## src/rtl/espmt_pkg.sv

```systemverilog
`timescale 1ns / 1ps
package espmt_pkg;
   localparam int ENTRIES_DEF = 48;
   localparam logic [15:0] REFRESH_RST = 16'd30000;
   localparam logic [3:0] IDLE_RST = 4'd6;
   localparam logic [10:0] TEMP_SPI_BASE = 11'd1500;

   // result status codes
   localparam logic [2:0] ST_SPI_HIT = 3'd0;
   localparam logic [2:0] ST_ADDR_HIT = 3'd1;
   localparam logic [2:0] ST_NEW = 3'd2;
   localparam logic [2:0] ST_NO_HDR = 3'd3;
   localparam logic [2:0] ST_DENIED = 3'd4;
   localparam logic [2:0] ST_FULL = 3'd5;
   localparam logic [2:0] ST_TICK = 3'd6;

   // configuration register indexes
   localparam logic CSR_REFRESH = 1'b0;
   localparam logic CSR_IDLE = 1'b1;

   // how the winning cell is updated
   localparam logic [1:0] KIND_SPI = 2'd0;
   localparam logic [1:0] KIND_ADDR = 2'd1;
   localparam logic [1:0] KIND_NEW = 2'd2;

   // entry contents
   typedef struct packed {
      logic        valid;
      logic [31:0] lspi;
      logic [31:0] rspi;
      logic [31:0] laddr;
      logic [31:0] raddr;
      logic        seen;
      logic [3:0]  idle;
      logic [15:0] cnt;
   } entry_type;

   // broadcast command to every cell
   typedef struct packed {
      logic        tick;
      logic        commit;
      logic [31:0] spi;
      logic [31:0] src;
      logic [31:0] dst;
      logic        priv;
      logic [15:0] period;
      logic [3:0]  limit;
   } cmd_type;

   // per-cell match flags
   typedef struct packed {
      logic spi_hit;
      logic addr_hit;
      logic free;
   } flag_type;

   typedef enum logic [1:0] {S_IDLE, S_LOOK, S_OUT} state_type;
endpackage

```

## src/rtl/espmt_cell.sv

```systemverilog
`timescale 1ns / 1ps
module espmt_cell (
   input  logic               clock,
   input  logic               reset,
   input  espmt_pkg::cmd_type cmd,
   input  logic               win,
   input  logic [1:0]         win_kind,
   output espmt_pkg::flag_type flags
);
   espmt_pkg::entry_type e_ff, e_in;
   logic hit_l, hit_r;

   // match flags against the probed packet
   always_comb begin
      hit_l = (cmd.src == e_ff.laddr) && cmd.priv;
      hit_r = (cmd.src == e_ff.raddr) && (e_ff.rspi == 32'd0);
      flags.spi_hit = e_ff.valid && ((cmd.spi == e_ff.lspi) || (cmd.spi == e_ff.rspi));
      flags.addr_hit = e_ff.valid && (hit_l || hit_r);
      flags.free = !e_ff.valid;
   end

   // entry update on tick or on packet commit
   always_comb begin
      e_in = e_ff;
      if (cmd.tick && e_ff.valid) begin
         if (e_ff.cnt > 16'd1) begin
            e_in.cnt = e_ff.cnt - 16'd1;
         end else if (e_ff.seen) begin
            e_in.seen = 1'b0;
            e_in.idle = 4'd0;
            e_in.cnt = cmd.period;
         end else begin
            e_in.idle = (e_ff.idle == 4'd15) ? 4'd15 : e_ff.idle + 4'd1;
            if (e_in.idle >= cmd.limit) e_in = '0;
            else e_in.cnt = cmd.period;
         end
      end else if (cmd.commit && win) begin
         e_in.seen = 1'b1;
         unique case (win_kind)
            espmt_pkg::KIND_SPI: begin
               if (cmd.spi == e_ff.lspi && cmd.src == e_ff.raddr) e_in.rspi = cmd.spi;
            end
            espmt_pkg::KIND_ADDR: begin
               if (hit_l) begin
                  e_in.lspi = cmd.spi;
                  if (cmd.dst != e_ff.raddr) begin
                     e_in.raddr = cmd.dst;
                     e_in.rspi = 32'd0;
                  end
               end else begin
                  e_in.rspi = cmd.spi;
               end
            end
            default: begin
               e_in = '0;
               e_in.valid = 1'b1;
               e_in.seen = 1'b1;
               e_in.lspi = cmd.spi;
               e_in.laddr = cmd.src;
               e_in.raddr = cmd.dst;
               e_in.cnt = cmd.period;
            end
         endcase
      end
   end

   always_ff @(posedge clock) begin
      if (reset) e_ff <= '0;
      else e_ff <= e_in;
   end
endmodule

```

## config.mk

```make
export PLATFORM = sky130hd
export DESIGN_NAME = espmt_cell
export DESIGN_NICKNAME = d
export VERILOG_FILES = /design/src/rtl/espmt_pkg.sv /design/src/rtl/espmt_cell.sv
export SDC_FILE = /design/constraint.sdc
export NUM_CORES = 1
export LEC_CHECK = 0
export ABC_AREA = 1
export BUFFER_PORTS_ARGS = -buffer_cell sky130_fd_sc_hd__buf_2
export CORE_MARGIN = 2
export CORE_UTILIZATION = 59
export CTS_BUF_LIST = sky130_fd_sc_hd__clkbuf_16
export DETAILED_ROUTE_END_ITERATION = 7
export PLACE_DENSITY = 0.81
export SYNTH_ARGS = -nofsm -noshare
export SYNTH_HDL_FRONTEND = slang
export SYNTH_SLANG_ARGS = --single-unit
export TNS_END_PERCENT = 100
```

## constraint.sdc

```tcl
create_clock -name clock -period 3.1 [get_ports clock]
set_input_delay 0.155 -clock clock [delete_from_list [all_inputs] [get_ports clock]]
set_output_delay 0.155 -clock clock [all_outputs]
set_load 0.01 [all_outputs]
```

==> metrics.cfg <==
[clock_tree]
htree_levels=4
cts.sinks=150
cts_setup_buffers=0
numCtsBuffers=17
cts_root_buffer=clkbuf_16
clk_pin_slew_ns=0.06
clock_latency_ns=0.43
cts_tree=done
clockBufferDepth=2

[grt]
grt.total_usage_pct=31.94
antenna_found_initial=1
grt_max_degree=69
grt_pass1_wl_um=46210
overflow=0
grt_pass1_vias=9575

[timing]
fin_tns_setup_ns=0
period_minus_slack_ns=2.739
skew_ns=0.01488
slew_viol_final=0
worst_pin_slew_ns=0.6082
whs_ns=0.01341
rsz0062_at_grt=no
max_slew_margin_pct=59.39
post-route-period-util_pct=88.35
setup_viol=0
timing.fmax_ghz=0.3651
finalHoldViolCount=0

[placement]
hpwl_um=21040
place_inst=2067
gp_congestion=0.9416
port_buffers=126
place_area_um2=10890

[synthesis]
synth_edf_count=0
synth_area_um2=10100
synth-seq-cells=150
synth_top_area_cell=dfxtp_1
avgSynthCellArea_um2=5.749
netlist_instances=1756
synth_warnings=0
ys_async_sr_fraction_pct=0
muxShareOfSynthArea_pct=0
synth_top_family_by_area=simple AND/OR/NAND/NOR gates
yosysUniqueCellTypes=37
synth_top_area_share_pct=29.74
yosys-top-cells-count=nand2_1 (475), nor2_1 (420), inv_1 (272), dfxtp_1 (150), o21ai_0 (84)
yosys.area_share.simple_pct=39.65
synth-xor-area-share_pct=6.853
synth_most_common_cell=nand2_1
synth_seq_area_share_pct=29.74
synthTopCellsByArea=dfxtp_1 (30%), nand2_1 (18%), nor2_1 (16%)
syn_nets=1887
synth_compound_area_share_pct=9.382
ys.flop_type=dfxtp_1
synthAdderAreaFrac_pct=0.8675

[power_and_ir_drop]
switching_power_w=0.001626
switching_share_pct=30.55
pwr-share-seq_pct=40.1
p_leak_nw=6.008
max-vdd-ir-drop_mv=0.4621
power_w=0.005322
power.density_nw_per_um2=462.0
power.share.combinational_pct=20.5
p_clk_share_pct=39.4
p_int_w=0.003696

[routing]
drtIter0Drc=996
drc=0
vias=10814
firstDrtPassIters=5
vias_per_cell=5.142
routed_wl_um=29040
wl_per_cell_um=13.81
detail-route-antenna-nets=0

[outcome]
status=completed

[floorplan]
die-width_um=134.8
coreArea_um2=16640
ios=127
rows=47
die_area_um2=18170
start_util_pct=60.66
die_y_um=134.8

[cells_and_area]
stdcell_area_um2=11520
largest_reg_flops=150
area_growth_pct=14.09
fin_cells=2103
fill_cells=1559
regMostFlops=e_ff
multi_input_area_um2=5729
antenna_cells=0
drive_above_1_share_pct=11.21
largestRegisters=e_ff (150)
seqCellArea_um2=3003
fin_nets=2001

[critical_path]
r2r_slack_ns=0.36
crit_arrival_ns=3.10
start_kind=register
path_class=register to register
crit_start=e_ff[16]$_SDFFE_PP0P_
endpoint_kind=register
r2r_start=e_ff[16]$_SDFFE_PP0P_
crit_path_end=e_ff[143]$_SDFFE_PP0P_
worstRegToRegCells=17
r2r-end=e_ff[143]$_SDFFE_PP0P_
worst-path-max-fanout=24
cp.required_ns=3.46

[worst_hold_path]
min_path_type=primary input to register

[job]
maxCapViolCount=0

## worst min path at each step
stage,startpoint,cells after the start,to,slack [ns]
6_report,cmd[21],3,e_ff[21]$_SDFFE_PP0P_,0.01
3_3_place_gp,cmd[16],3,e_ff[12]$_SDFFE_PP0P_,0.41
2_1_floorplan,cmd[85],2,e_ff[117]$_SDFFE_PP0P_,0.30
4_1_cts,cmd[21],3,e_ff[21]$_SDFFE_PP0P_,0.007
5_1_grt,cmd[51],3,e_ff[51]$_SDFFE_PP0P_,0.03
3_5_place_dp,cmd[16],3,e_ff[12]$_SDFFE_PP0P_,0.41
## power by group through the flow
stage | registers, W | logic [W] | clock network (W)
2_1_floorplan | 0.00215 | 0.000751 | 0
3_3_place_gp | 0.00217 | 0.00104 | 0
3_5_place_dp | 0.00217 | 0.00106 | 0
4_1_cts | 0.00213 | 0.00108 | 0.00212
5_1_grt | 0.00214 | 0.00123 | 0.00219
6_report | 0.00213 | 0.00109 | 0.00210
## critical path, stage by stage, from the launching register on
cell      delay (ns)
dfxtp_1         0.38
ha_1            0.20
nand3_1         0.15
nand2_1         0.11
inv_1           0.04
ha_1            0.26
inv_1           0.05
nand2_1         0.04
a21oi_1         0.12
o21ai_1         0.10
nand2_1         0.11
nor2_4          0.05
nor2_2          0.18
clkinv_2        0.13
nand2_4         0.27
buf_4           0.23
o21ai_0         0.12
nor2_1          0.13
## cell type report
class	count	area share (%)
inverter	293	9.602
clock inverter	15	1.423
multi-input combinational	1262	49.74
tap	220	2.390
clock buffer	17	3.693
timing repair buffer	146	7.082
sequential	150	26.07
## per-stage QoR
stage          utilization [%]  setup slack [ns]
3_3_place_gp             65.43            0.4354
2_1_floorplan                -            0.7406
4_1_cts                  69.21            0.2972
3_5_place_dp             65.43            0.3789
6_report                 69.21            0.3610
5_1_grt                  69.21           0.06545
## cell usage in the layout, fill, tap and decap left out, types with 3 or more instances in the layout
cell           synthesis  final
nand2_2                3      3
nor4_1                10     10
o22ai_1               30     30
a211oi_1               3      3
clkbuf_16              0     17
o21ai_0               84     83
bufinv_16              0      3
dfxtp_1              150    150
ha_1                   7      7
dlygate4sd3_1          0      4
nand4_1               20     20
o211ai_1               9      9
clkinvlp_4             0      4
xnor2_1               17     17
nor3_1                 8      8
or2_2                  3      3
nand2_4                3      3
nor2_1               420    420
inv_2                 18     20
nand2_1              475    475
nor2_2                 4      4
buf_2                 15    126
inv_1                272    273
clkinv_2               1      4
buf_4                  0     14
a21oi_1               44     44
xor2_1                62     62
nand3_1               49     49
## per-layer routing
layer  track usage [%]  routed length, um
met1             42.95              12610
met3             6.682               2633
met5                 0                 13
met4             9.591                686
met2             51.66              13100
## kinds of logic after synthesis
group	Yosys count
simple gates	1002
buf+inv	344
compound gates	174
flops	150
xor+xnor	79
fa+ha+maj	7
## repair_timing
item,4_1_cts,5_1_grt
endpoints found under the setup margin,0,1
endpoints found under the hold margin,4,0
hold buffers,4,0
resized for setup,0,1
No activity file was read; power rests on OpenSTA's default activity.
