[src/rtl/espmt_pkg.sv]
`timescale 1ns / 1ps
package espmt_pkg;
   localparam int ENTRIES_DEF = 48;
   localparam logic [15:0] REFRESH_RST = 16'd30000;
   localparam logic [3:0] IDLE_RST = 4'd6;
   localparam logic [10:0] TEMP_SPI_BASE = 11'd1500;

   // result status codes
   localparam logic [2:0] ST_SPI_HIT = 3'd0;
   localparam logic [2:0] ST_ADDR_HIT = 3'd1;
   localparam logic [2:0] ST_NEW = 3'd2;
   localparam logic [2:0] ST_NO_HDR = 3'd3;
   localparam logic [2:0] ST_DENIED = 3'd4;
   localparam logic [2:0] ST_FULL = 3'd5;
   localparam logic [2:0] ST_TICK = 3'd6;

   // configuration register indexes
   localparam logic CSR_REFRESH = 1'b0;
   localparam logic CSR_IDLE = 1'b1;

   // how the winning cell is updated
   localparam logic [1:0] KIND_SPI = 2'd0;
   localparam logic [1:0] KIND_ADDR = 2'd1;
   localparam logic [1:0] KIND_NEW = 2'd2;

   // entry contents
   typedef struct packed {
      logic        valid;
      logic [31:0] lspi;
      logic [31:0] rspi;
      logic [31:0] laddr;
      logic [31:0] raddr;
      logic        seen;
      logic [3:0]  idle;
      logic [15:0] cnt;
   } entry_type;

   // broadcast command to every cell
   typedef struct packed {
      logic        tick;
      logic        commit;
      logic [31:0] spi;
      logic [31:0] src;
      logic [31:0] dst;
      logic        priv;
      logic [15:0] period;
      logic [3:0]  limit;
   } cmd_type;

   // per-cell match flags
   typedef struct packed {
      logic spi_hit;
      logic addr_hit;
      logic free;
   } flag_type;

   typedef enum logic [1:0] {S_IDLE, S_LOOK, S_OUT} state_type;
endpackage

[src/rtl/espmt_prio.sv]
`timescale 1ns / 1ps
module espmt_prio #(
   parameter int N = espmt_pkg::ENTRIES_DEF
) (
   input  logic [N-1:0]         req,
   output logic                 any,
   output logic [$clog2(N+1)-1:0] idx
);
   // lowest set bit wins
   always_comb begin
      any = 1'b0;
      idx = '0;
      for (int i = N - 1; i >= 0; i--) begin
         if (req[i]) begin
            any = 1'b1;
            idx = ($clog2(N+1))'(i);
         end
      end
   end
endmodule

[config.mk]
export PLATFORM = sky130hd
export DESIGN_NAME = espmt_prio
export DESIGN_NICKNAME = d
export VERILOG_FILES = /design/src/rtl/espmt_pkg.sv /design/src/rtl/espmt_prio.sv
export SDC_FILE = /design/constraint.sdc
export NUM_CORES = 1
export LEC_CHECK = 0
export ABC_CLOCK_PERIOD_IN_PS = 3400
export BUFFER_PORTS_ARGS = -buffer_cell sky130_fd_sc_hd__buf_4
export CAP_MARGIN = 20
export CORE_MARGIN = 2
export CORE_UTILIZATION = 35
export DETAILED_ROUTE_END_ITERATION = 10
export PLACE_DENSITY = 0.75
export SLEW_MARGIN = 40
export SYNTH_ARGS = -nofsm -noshare
export SYNTH_HDL_FRONTEND = slang
export SYNTH_SLANG_ARGS = --single-unit
[constraint.sdc]
create_clock -name vclk -period 3.4
set_input_delay 0.51 -clock vclk [all_inputs]
set_output_delay 0.51 -clock vclk [all_outputs]
set_load 0.02 [all_outputs]
==> impl_results.md, run 1 <==
* GR Util met2 at 41.4%
* Final Cycle Share at 70.8%
* Die ar. at 2160 um2
* CP required at 2.89 ns
* Min Tclk post-route at 2.41 ns
* Sw frac at 46.2%
* WP data arrival at 1.90 ns
* Synth unique cells at 30
* Top delay family on crit path: simple AND/OR/NAND/NOR gates
* Sw Pwr at 0.0000464 W
* Ranking of synthesized cells by area: nor4_1, nor2_1, nor3_1
* Final wirelength at 2.27 mm
* Core Region at 1710 um2
* Antenna violations before repair at 0
* Post-synthesis sequential area ratio at 0%
* Layout Nets at 213
* F_max at 0.416 GHz
* CP max FO at 4
* First-pass GRT wire length at 3.40 mm
* # IOs at 55
* Critical-path cell list: buf_4, or4_4, nor4b_4, nand2b_2, nor3_2, buf_4
* Max-Cap Viols at 0
* Hold buffer count at CTS at 0
* Slowest-stage cell, CP: or4_4
* Row count at 15
* Status: finished, final reports clean
* Seq cells at 0
* Worst path most repeated cell: buf_4
* Placed cells at 188
* Hold Vio Cnt, Final at 0
* GR Layer Usage met1 at 23.7%
* Fill count at 177
* Share of layout cells above drive strength 1 at 36.8%
* Final TNS setup at 0 ns
* Syn Area/Cell at 5.84 um2
* Total grt overflow at 0
* 1st-pass router iterations at 4
* Detail Placement HPWL at 2.01 mm
* Clock power frac at 0%
* Height of the die at 46.4 um
* Layout area overhead at 70.4%
* Hold/Removal Path Class: in -> out
* Die width at 46.4 um
* Finished Layout Cells at 188
* Final setup violation count at 0
* Leak Pwr at 0.458 nW
* Startpoint Class: primary input
* # diodes at 0
* Port bufs at 55
* Synth warn at 0
* Slew HR at 66.9%
* Yosys top cell by area: nor4_1
* CP bufs+invs at 2
* Power density cells at 93.5 nW/um2
* Starting density of the core at 36.9%
* Syn Nets at 156
* GRT Resource Usage Total at 20.6%
* Gpl congestion at 0.897
* Largest net degree at the start of global routing at 6
* Number of global-route vias before repair at 942
* Post-CTS Setup Inserts at 0
* Top-count cell post-synth: nor2_1
* Post-synth top area share at 14.9%
* Endpoint class of the critical path: primary output
* Total number of vias at 1,065
* Clock buf count at 0
* Routed WL per cell at 12.1 um
* Max incr delay on CP at 0.55 ns
* Fin. max-slew vios at 0
* Measured slew at the worst slew-check pin at 0.493 ns
* Setup CP Type: in -> out
* Post-Synthesis Cells at 108
* RSZ-0062 raised after global routing: false
* Cell Area, Synth at 631 um2
* Total power at 0.000101 W
* Reg area at 0 um2
* Met3 usage at 1.57%
* Reg power frac at 0%
* Comb pwr share at 100.0%
* Resized Gates After CTS at 0
* Vias/cell at 5.66
* Count of antenna-violating nets left after detailed routing at 0
* DR DRC count at 0
* Most instantiated cells after synthesis: nor2_1, nor4_1, inv_1, nand2_1
* Initial DRC count at 19
* Int Pwr at 0.0000541 W
* GRT busiest layer: met2
* Max VDD drop at 0.0531 mV
kinds of logic after synthesis:
family          synth area share (%)
simple gates                    60.9
compound gates                  33.7
buf+inv                         5.36
routing by layer:
layer,wire length [um],share of wire [%]
met4,6,0.26
met2,1090,48
met1,949,42
met3,222,9.8
met5,0,0
final timing paths:
path     from  endpoint  slack (ns)  cells after the start
min    req[2]    idx[2]        1.39                      5
max   req[11]    idx[5]        0.99                      6
final cells by class:
cell class         instances  area, um2  area share, %
multi-input cells         99        597           55.5
repair buffers            55        413           38.4
inverters                  9       33.8           3.14
well taps                 25       31.3           2.91
worst min-delay path, cell delays in order:
cell     delay, ns
buf_4         0.10
nor2_1        0.04
nand2_1       0.04
a31oi_1       0.03
buf_4         0.15
through the flow:
stage,hold WS [ns],setup WS [ns],util [%],instance area (um2)
floorplan,1.17,1.10,-,631
global placement,1.40,0.983,62.9,1070
finish,1.39,0.993,62.9,1070
global route,1.42,0.868,62.9,1070
detailed placement,1.39,0.987,62.9,1070
CTS,1.39,0.987,62.9,1070
power by group through the flow:
stage	logic, W	registers (W)	clock network [W]
2_1_floorplan	0.0000301	0	0
3_3_place_gp	0.0000982	0	0
3_5_place_dp	0.0000997	0	0
4_1_cts	0.000100	0	0
5_1_grt	0.000110	0	0
6_report	0.000101	0	0
placed cells by master (no fill, tap or decap):
cell       instances
o21ai_0            7
nor3_2             1
nor2_1            17
nand3_1            4
nor4_1            15
o31ai_1            3
o311ai_0           1
and4b_1            1
o2111ai_1          1
o311a_1            1
or4_4              1
a31oi_1            2
nor4b_4            1
nand2b_2           1
and3_1             1
o221a_2            1
o31a_1             1
a41oi_1            1
o211ai_1           2
a21oi_1            6
nor3_1             7
nor3b_1            3
or4_1              1
buf_4             55
nor2b_1            5
a221o_1            1
a2111oi_0          1
o21bai_1           3
nand2b_1           1
nand2_1            9
inv_1              9
Power figures use the tool's default switching activity.
==> inputs of run 2 (changes only) <==
--- a/config.mk
+++ b/config.mk
@@ -5,13 +5,13 @@
 export SDC_FILE = /design/constraint.sdc
 export NUM_CORES = 1
 export LEC_CHECK = 0
-export ABC_CLOCK_PERIOD_IN_PS = 3400
+export ABC_CLOCK_PERIOD_IN_PS = 1980
 export BUFFER_PORTS_ARGS = -buffer_cell sky130_fd_sc_hd__buf_4
 export CAP_MARGIN = 20
 export CORE_MARGIN = 2
 export CORE_UTILIZATION = 35
 export DETAILED_ROUTE_END_ITERATION = 10
-export PLACE_DENSITY = 0.75
+export PLACE_DENSITY = 0.78
 export SLEW_MARGIN = 40
 export SYNTH_ARGS = -nofsm -noshare
 export SYNTH_HDL_FRONTEND = slang
==> constraint.sdc (replaced) <==
create_clock -name vclk -period 1.98
set_input_delay 0.297 -clock vclk [all_inputs]
set_output_delay 0.297 -clock vclk [all_outputs]
set_load 0.02 [all_outputs]
==> run 2 against run 1 <==
  * Global-route usage increased by 3.9 points
  * Via count rose by 5.2%
  * Critical path depth increased by 1
  * Sequential cell count unchanged
  * Wire length rose by 11%
  * Sequential share of layout area is the same
  * Hold slack got worse by 0.42 ns
  * Utilization up 5.4 points
  * Final area rose by 8.6%
  * Total power increased by 89%
  * Combinational power grew 88%
  * First-iteration DRC count up 79%
  * Critical path type unchanged
  * Critical endpoint is now idx[2]
  * Largest cell class unchanged
==> impl_results.md, run 2 (synthesized netlist as in run 1, its figures left out) <==
* Clock buf count at 0 (unchanged)
* Most frequent cells in the layout: buf_4, nor2_1, nor4_1, nand2_1, inv_1
* Metal2 WL at 1.37 mm (+25%)
* Min-Delay Endpoint: idx[2]
* F_max at 0.512 GHz
* Detail Placement HPWL at 2.25 mm (+12%)
* Status: finished, final reports clean
* DR top layer: met4
* # IOs at 55 (unchanged)
* Worst Hold Launch: req[2]
* Max incr delay on CP at 0.53 ns (-0.02 ns)
* Routed WL per cell at 12.8 um (+5.7%)
* Hold/Removal Path Class: in -> out
* Slew HR at 72.3% (+5.5 points)
* Seq cells at 0 (unchanged)
* First-pass GRT wire length at 4.01 mm (+18%)
* Port bufs at 55 (unchanged)
* RSZ-0062 raised after global routing: true
* Largest net degree at the start of global routing at 6 (unchanged)
* Antenna violations before repair at 0 (unchanged)
* Initial DRC count at 34 (+15)
* Slowest-stage cell, CP: or4_1
* Max-Cap Viols at 0 (unchanged)
* Placed cells at 198 (+5.3%)
* Commonest non-fill, non-tap cell in the layout: buf_4
* Die width at 46.4 um (unchanged)
* Number of global-route vias before repair at 1,059 (+12%)
* Vias/cell at 5.66 (-0.15%)
* # diodes at 0 (unchanged)
* 1st-pass router iterations at 4 (unchanged)
* Power density cells at 162 nW/um2 (+74%)
* Endpoint class of the critical path: primary output
* Met1 WL at 958 um (+0.95%)
* Leak Pwr at 0.512 nW (+12%)
* Hold Vio Cnt, Final at 0 (unchanged)
* Setup CP Type: in -> out
* Core Region at 1710 um2 (unchanged)
* CP bufs+invs at 2 (unchanged)
* Startpoint Class: primary input
* Reg area at 0 um2 (unchanged)
* Total grt overflow at 0 (unchanged)
* Starting density of the core at 36.9% (unchanged)
* Finished Layout Cells at 198 (+5.3%)
* CP required at 1.68 ns (-1.21 ns)
* Met3 routed wirelength at 177 um (-20%)
* Final wirelength at 2.53 mm (+11%)
* Die ar. at 2160 um2 (unchanged)
* Util after Layout at 68.4% (+5.4 points)
* Measured slew at the worst slew-check pin at 0.411 ns (-0.0814 ns)
* Worst Hold Depth at 5 (unchanged)
* Gpl congestion at 0.913 (+1.7%)
* Max VDD drop at 0.110 mV (+110%)
* Layout area overhead at 85.1%
* Top delay family on crit path: compound AO/OA/AOI/OAI gates
* Final setup violation count at 0 (unchanged)
* Layout Nets at 223 (+4.7%)
* Final TNS setup at 0 ns (unchanged)
* DR DRC count at 0 (unchanged)
* Total number of vias at 1,120 (+5.2%)
* GRT Resource Usage Total at 24.5% (+3.9 points)
* Height of the die at 46.4 um (unchanged)
* Row count at 15 (unchanged)
* Min Tclk post-route at 1.95 ns
* Fin. max-slew vios at 0 (unchanged)
* CP max FO at 3 (-1)
* Critical-path cell list: buf_4, or4_1, o21ai_0, a31oi_1, o21ai_0, a31oi_1, buf_4
* WP data arrival at 1.66 ns (-0.24 ns)
* Count of antenna-violating nets left after detailed routing at 0 (unchanged)
* Share of layout cells above drive strength 1 at 41.6% (+4.8 points)
* Final Cycle Share at 98.7%
run 2: layout make-up:
cell class	instances	area, um2
Inverter	9	33.8
Tap cell	25	31.3
Timing Repair Buffer	65	492
Multi-Input combinational cell	99	611
Fill cell	146	541
run 2: worst max path at each step:
stage | start | slack [ns] | end | depth (start not counted)
after floorplan | req[38] | 0.11 | idx[0] | 5
after global placement | req[11] | -0.007 | idx[5] | 6
after detailed placement | req[11] | -0.04 | idx[5] | 6
after CTS | req[11] | 0.004 | idx[5] | 6
after global routing | req[10] | -0.08 | any | 7
final | req[31] | 0.03 | idx[2] | 7
run 2: what timing repair did:
item | CTS | global route
resized for setup | 0 | 4
hold buffers | 0 | 0
setup endpoints to repair | 2 | 6
setup buffers | 0 | 0
pin swaps | 1 | 1
run 2: stage by stage:
stage | total power, W | hold WS (ns) | setup slack (ns) | area, um2
5_1_grt | 0.000207 | 1.01 | -0.0766 | 1170
4_1_cts | 0.000185 | 0.970 | 0.00351 | 1150
2_1_floorplan | 0.0000517 | 0.741 | 0.107 | 631
3_5_place_dp | 0.000184 | 0.971 | -0.0397 | 1150
6_report | 0.000190 | 0.971 | 0.0265 | 1170
3_3_place_gp | 0.000178 | 0.962 | -0.00694 | 1150
run 2: power by group:
group,internal (W),switching [W],leakage (nW),total [W]
registers,0,0,0,0
clock network,0,0,0,0
logic,0.000104,0.0000860,0.512,0.000190
total,0.000104,0.0000860,0.512,0.000190
run 2: metal layers:
layer | track usage (%) | vias up
li1 | - | 556
met1 | 26.7 | 507
met2 | 50.3 | 53
met3 | 1.57 | 4
met4 | 4.57 | 0
met5 | 0 | -
==> inputs of run 3 (changes only) <==
--- a/config.mk
+++ b/config.mk
@@ -8,10 +8,12 @@
 export ABC_CLOCK_PERIOD_IN_PS = 1980
 export BUFFER_PORTS_ARGS = -buffer_cell sky130_fd_sc_hd__buf_4
 export CAP_MARGIN = 20
+export CELL_PAD_IN_SITES_DETAIL_PLACEMENT = 0
+export CELL_PAD_IN_SITES_GLOBAL_PLACEMENT = 1
 export CORE_MARGIN = 2
-export CORE_UTILIZATION = 35
+export CORE_UTILIZATION = 22
 export DETAILED_ROUTE_END_ITERATION = 10
-export PLACE_DENSITY = 0.78
+export PLACE_DENSITY_LB_ADDON = 0.1
 export SLEW_MARGIN = 40
 export SYNTH_ARGS = -nofsm -noshare
 export SYNTH_HDL_FRONTEND = slang
==> run 3 against run 2 <==
  * Total power increased by 4.1%
  * Utilization shrank 23 points
  * Cell count up 4.0%
  * Maximum frequency rose by 1.4%
  * Sequential share of layout area stayed put
  * Sequential cell count unchanged
  * Critical endpoint is now any
  * Largest cell class unchanged
  * Largest power group unchanged
  * Highest routed layer unchanged
==> impl_results.md, run 3 (synthesized netlist as in run 1, its figures left out) <==
* Status: finished, final reports clean
* Number of global-route vias before repair at 987 (-6.8%)
* Commonest non-fill, non-tap cell in the layout: buf_4
* Hold Vio Cnt, Final at 0 (unchanged)
* Fill count at 302 (+110%)
* Hold buffer count at CTS at 0 (unchanged)
* Pre-CTS setup slack at -0.125 ns (-0.0850 ns)
* Reg area at 0 um2 (unchanged)
* GRT Resource Usage Total at 14.5% (-10 points)
* DP Area at 1170 um2 (+2.0%)
* Slowest-stage cell, CP: or4_4
* First-pass GRT wire length at 4.06 mm (+1.2%)
* 1st-pass router iterations at 4 (unchanged)
* RSZ-0062 raised after global routing: true
* Power density cells at 161 nW/um2 (-0.97%)
* DR DRC count at 0 (unchanged)
* Most frequent cells in the layout: buf_4, nor2_1, nor4_1, nand2_1, inv_1
* Max VDD drop at 0.0737 mV (-33%)
* Largest net degree at the start of global routing at 6 (unchanged)
* Total number of vias at 1,066 (-4.8%)
* Min Tclk post-route at 1.93 ns (-0.0278 ns)
* Measured slew at the worst slew-check pin at 0.427 ns (+0.0158 ns)
* Antenna violations before repair at 0 (unchanged)
* Startpoint Class: primary input
* Max incr delay on CP at 0.53 ns (about the same)
* Vias/cell at 5.17 (-8.5%)
* WP data arrival at 1.63 ns (-0.03 ns)
* Fin. max-slew vios at 0 (unchanged)
* Leak Pwr at 0.527 nW (+3.1%)
* Worst path most repeated cell: buf_4
* Layout Nets at 225 (+0.90%)
* Detail Placement HPWL at 2.25 mm (-0.22%)
* Finished Layout Cells at 206 (+4.0%)
* Slew HR at 71.3% (-1.1 points)
* Post-CTS Setup Inserts at 0 (unchanged)
* Area of the multi-input gates at 648 um2 (+6.1%)
* Routed WL per cell at 12.4 um (-2.6%)
* Endpoint class of the critical path: primary output
* Critical Path Source: req[10]
* # IOs at 55 (unchanged)
* Gpl congestion at 0.795 (-13%)
* Count of antenna-violating nets left after detailed routing at 0 (unchanged)
* Initial DRC count at 28 (-18%)
* Hold/Removal Path Class: in -> out
* # diodes at 0 (unchanged)
* Starting density of the core at 23.1% (-14 points)
* Critical-path cell list: buf_4, or4_4, nor4b_4, nand2b_2, nor2_2, nand2_1, buf_4
* F_max at 0.519 GHz (+1.4%)
* Core Region at 2730 um2 (+60%)
* Worst Hold Launch: req[0]
* Final wirelength at 2.56 mm (+1.3%)
* Cell area after layout at 1230 um2 (+5.1%)
* Max-Cap Viols at 0 (unchanged)
* Height of the die at 57.5 um (+24%)
* CP max FO at 3 (unchanged)
* CP required at 1.68 ns (about the same)
* Port bufs at 55 (unchanged)
* Placed cells at 206 (+4.0%)
* Final Cycle Share at 97.3% (-1.4 points)
* Final setup violation count at 0 (unchanged)
* Final WS setup at 0.0543 ns (+0.0278 ns)
* Total grt overflow at 0 (unchanged)
* Layout area overhead at 94.6%
* Share of layout cells above drive strength 1 at 45.7% (+4.1 points)
* Seq cells at 0 (unchanged)
* Clock buf count at 0 (unchanged)
* Row count at 19 (+4)
* Final Hold Slack at 0.974 ns (+0.00322 ns)
* Die ar. at 3310 um2 (+53%)
* Setup CP Type: in -> out
* Die width at 57.5 um (+24%)
run 3: layout make-up:
class                           instances  share of cell area, %
Inverter                                9                   2.75
Tap cell                               31                   3.16
Multi-Input combinational cell         99                   52.8
Timing Repair Buffer                   67                   41.3
run 3: path summary, 6_finish.rpt:
kind,end,slack (ns),cells after the start
setup / recovery,any,0.05,7
hold / removal,idx[2],0.97,5
run 3: timing repair:
action                                  in CTS  in global routing
endpoints found under the setup margin       5                  7
pin swaps                                    2                  1
resized for setup                            5                  9
run 3: stage by stage:
step | power, W | utilization [%] | setup TNS [ns]
finish | 0.000197 | 44.9 | 0
global route | 0.000216 | 44.9 | -0.0500
CTS | 0.000190 | 43.3 | 0
detailed placement | 0.000186 | 42.9 | -0.213
global placement | 0.000185 | 42.9 | -0.154
floorplan | 0.0000517 | - | 0
run 3: worst max-delay path: cells and delay by family:
family	cells	cell delay (ns)
simple gates	5	1.06
buf+inv	2	0.27
run 3: power by group:
| group | leakage (nW) | total [W] | switching [W] | internal, W |
|---|---|---|---|---|
| registers | 0 | 0 | 0 | 0 |
| logic | 0.527 | 0.000197 | 0.0000890 | 0.000108 |
| clock network | 0 | 0 | 0 | 0 |
| total | 0.527 | 0.000197 | 0.0000890 | 0.000108 |
run 3: layer usage:
| metal | wire, um | global-route usage [%] | up-vias |
|---|---|---|---|
| li1 | - | - | 560 |
| met3 | 139 | 1.13 | 2 |
| met4 | 21 | 1.33 | 0 |
| met5 | 0 | 0 | - |
| met1 | 1160 | 19.2 | 473 |
| met2 | 1240 | 26.5 | 31 |
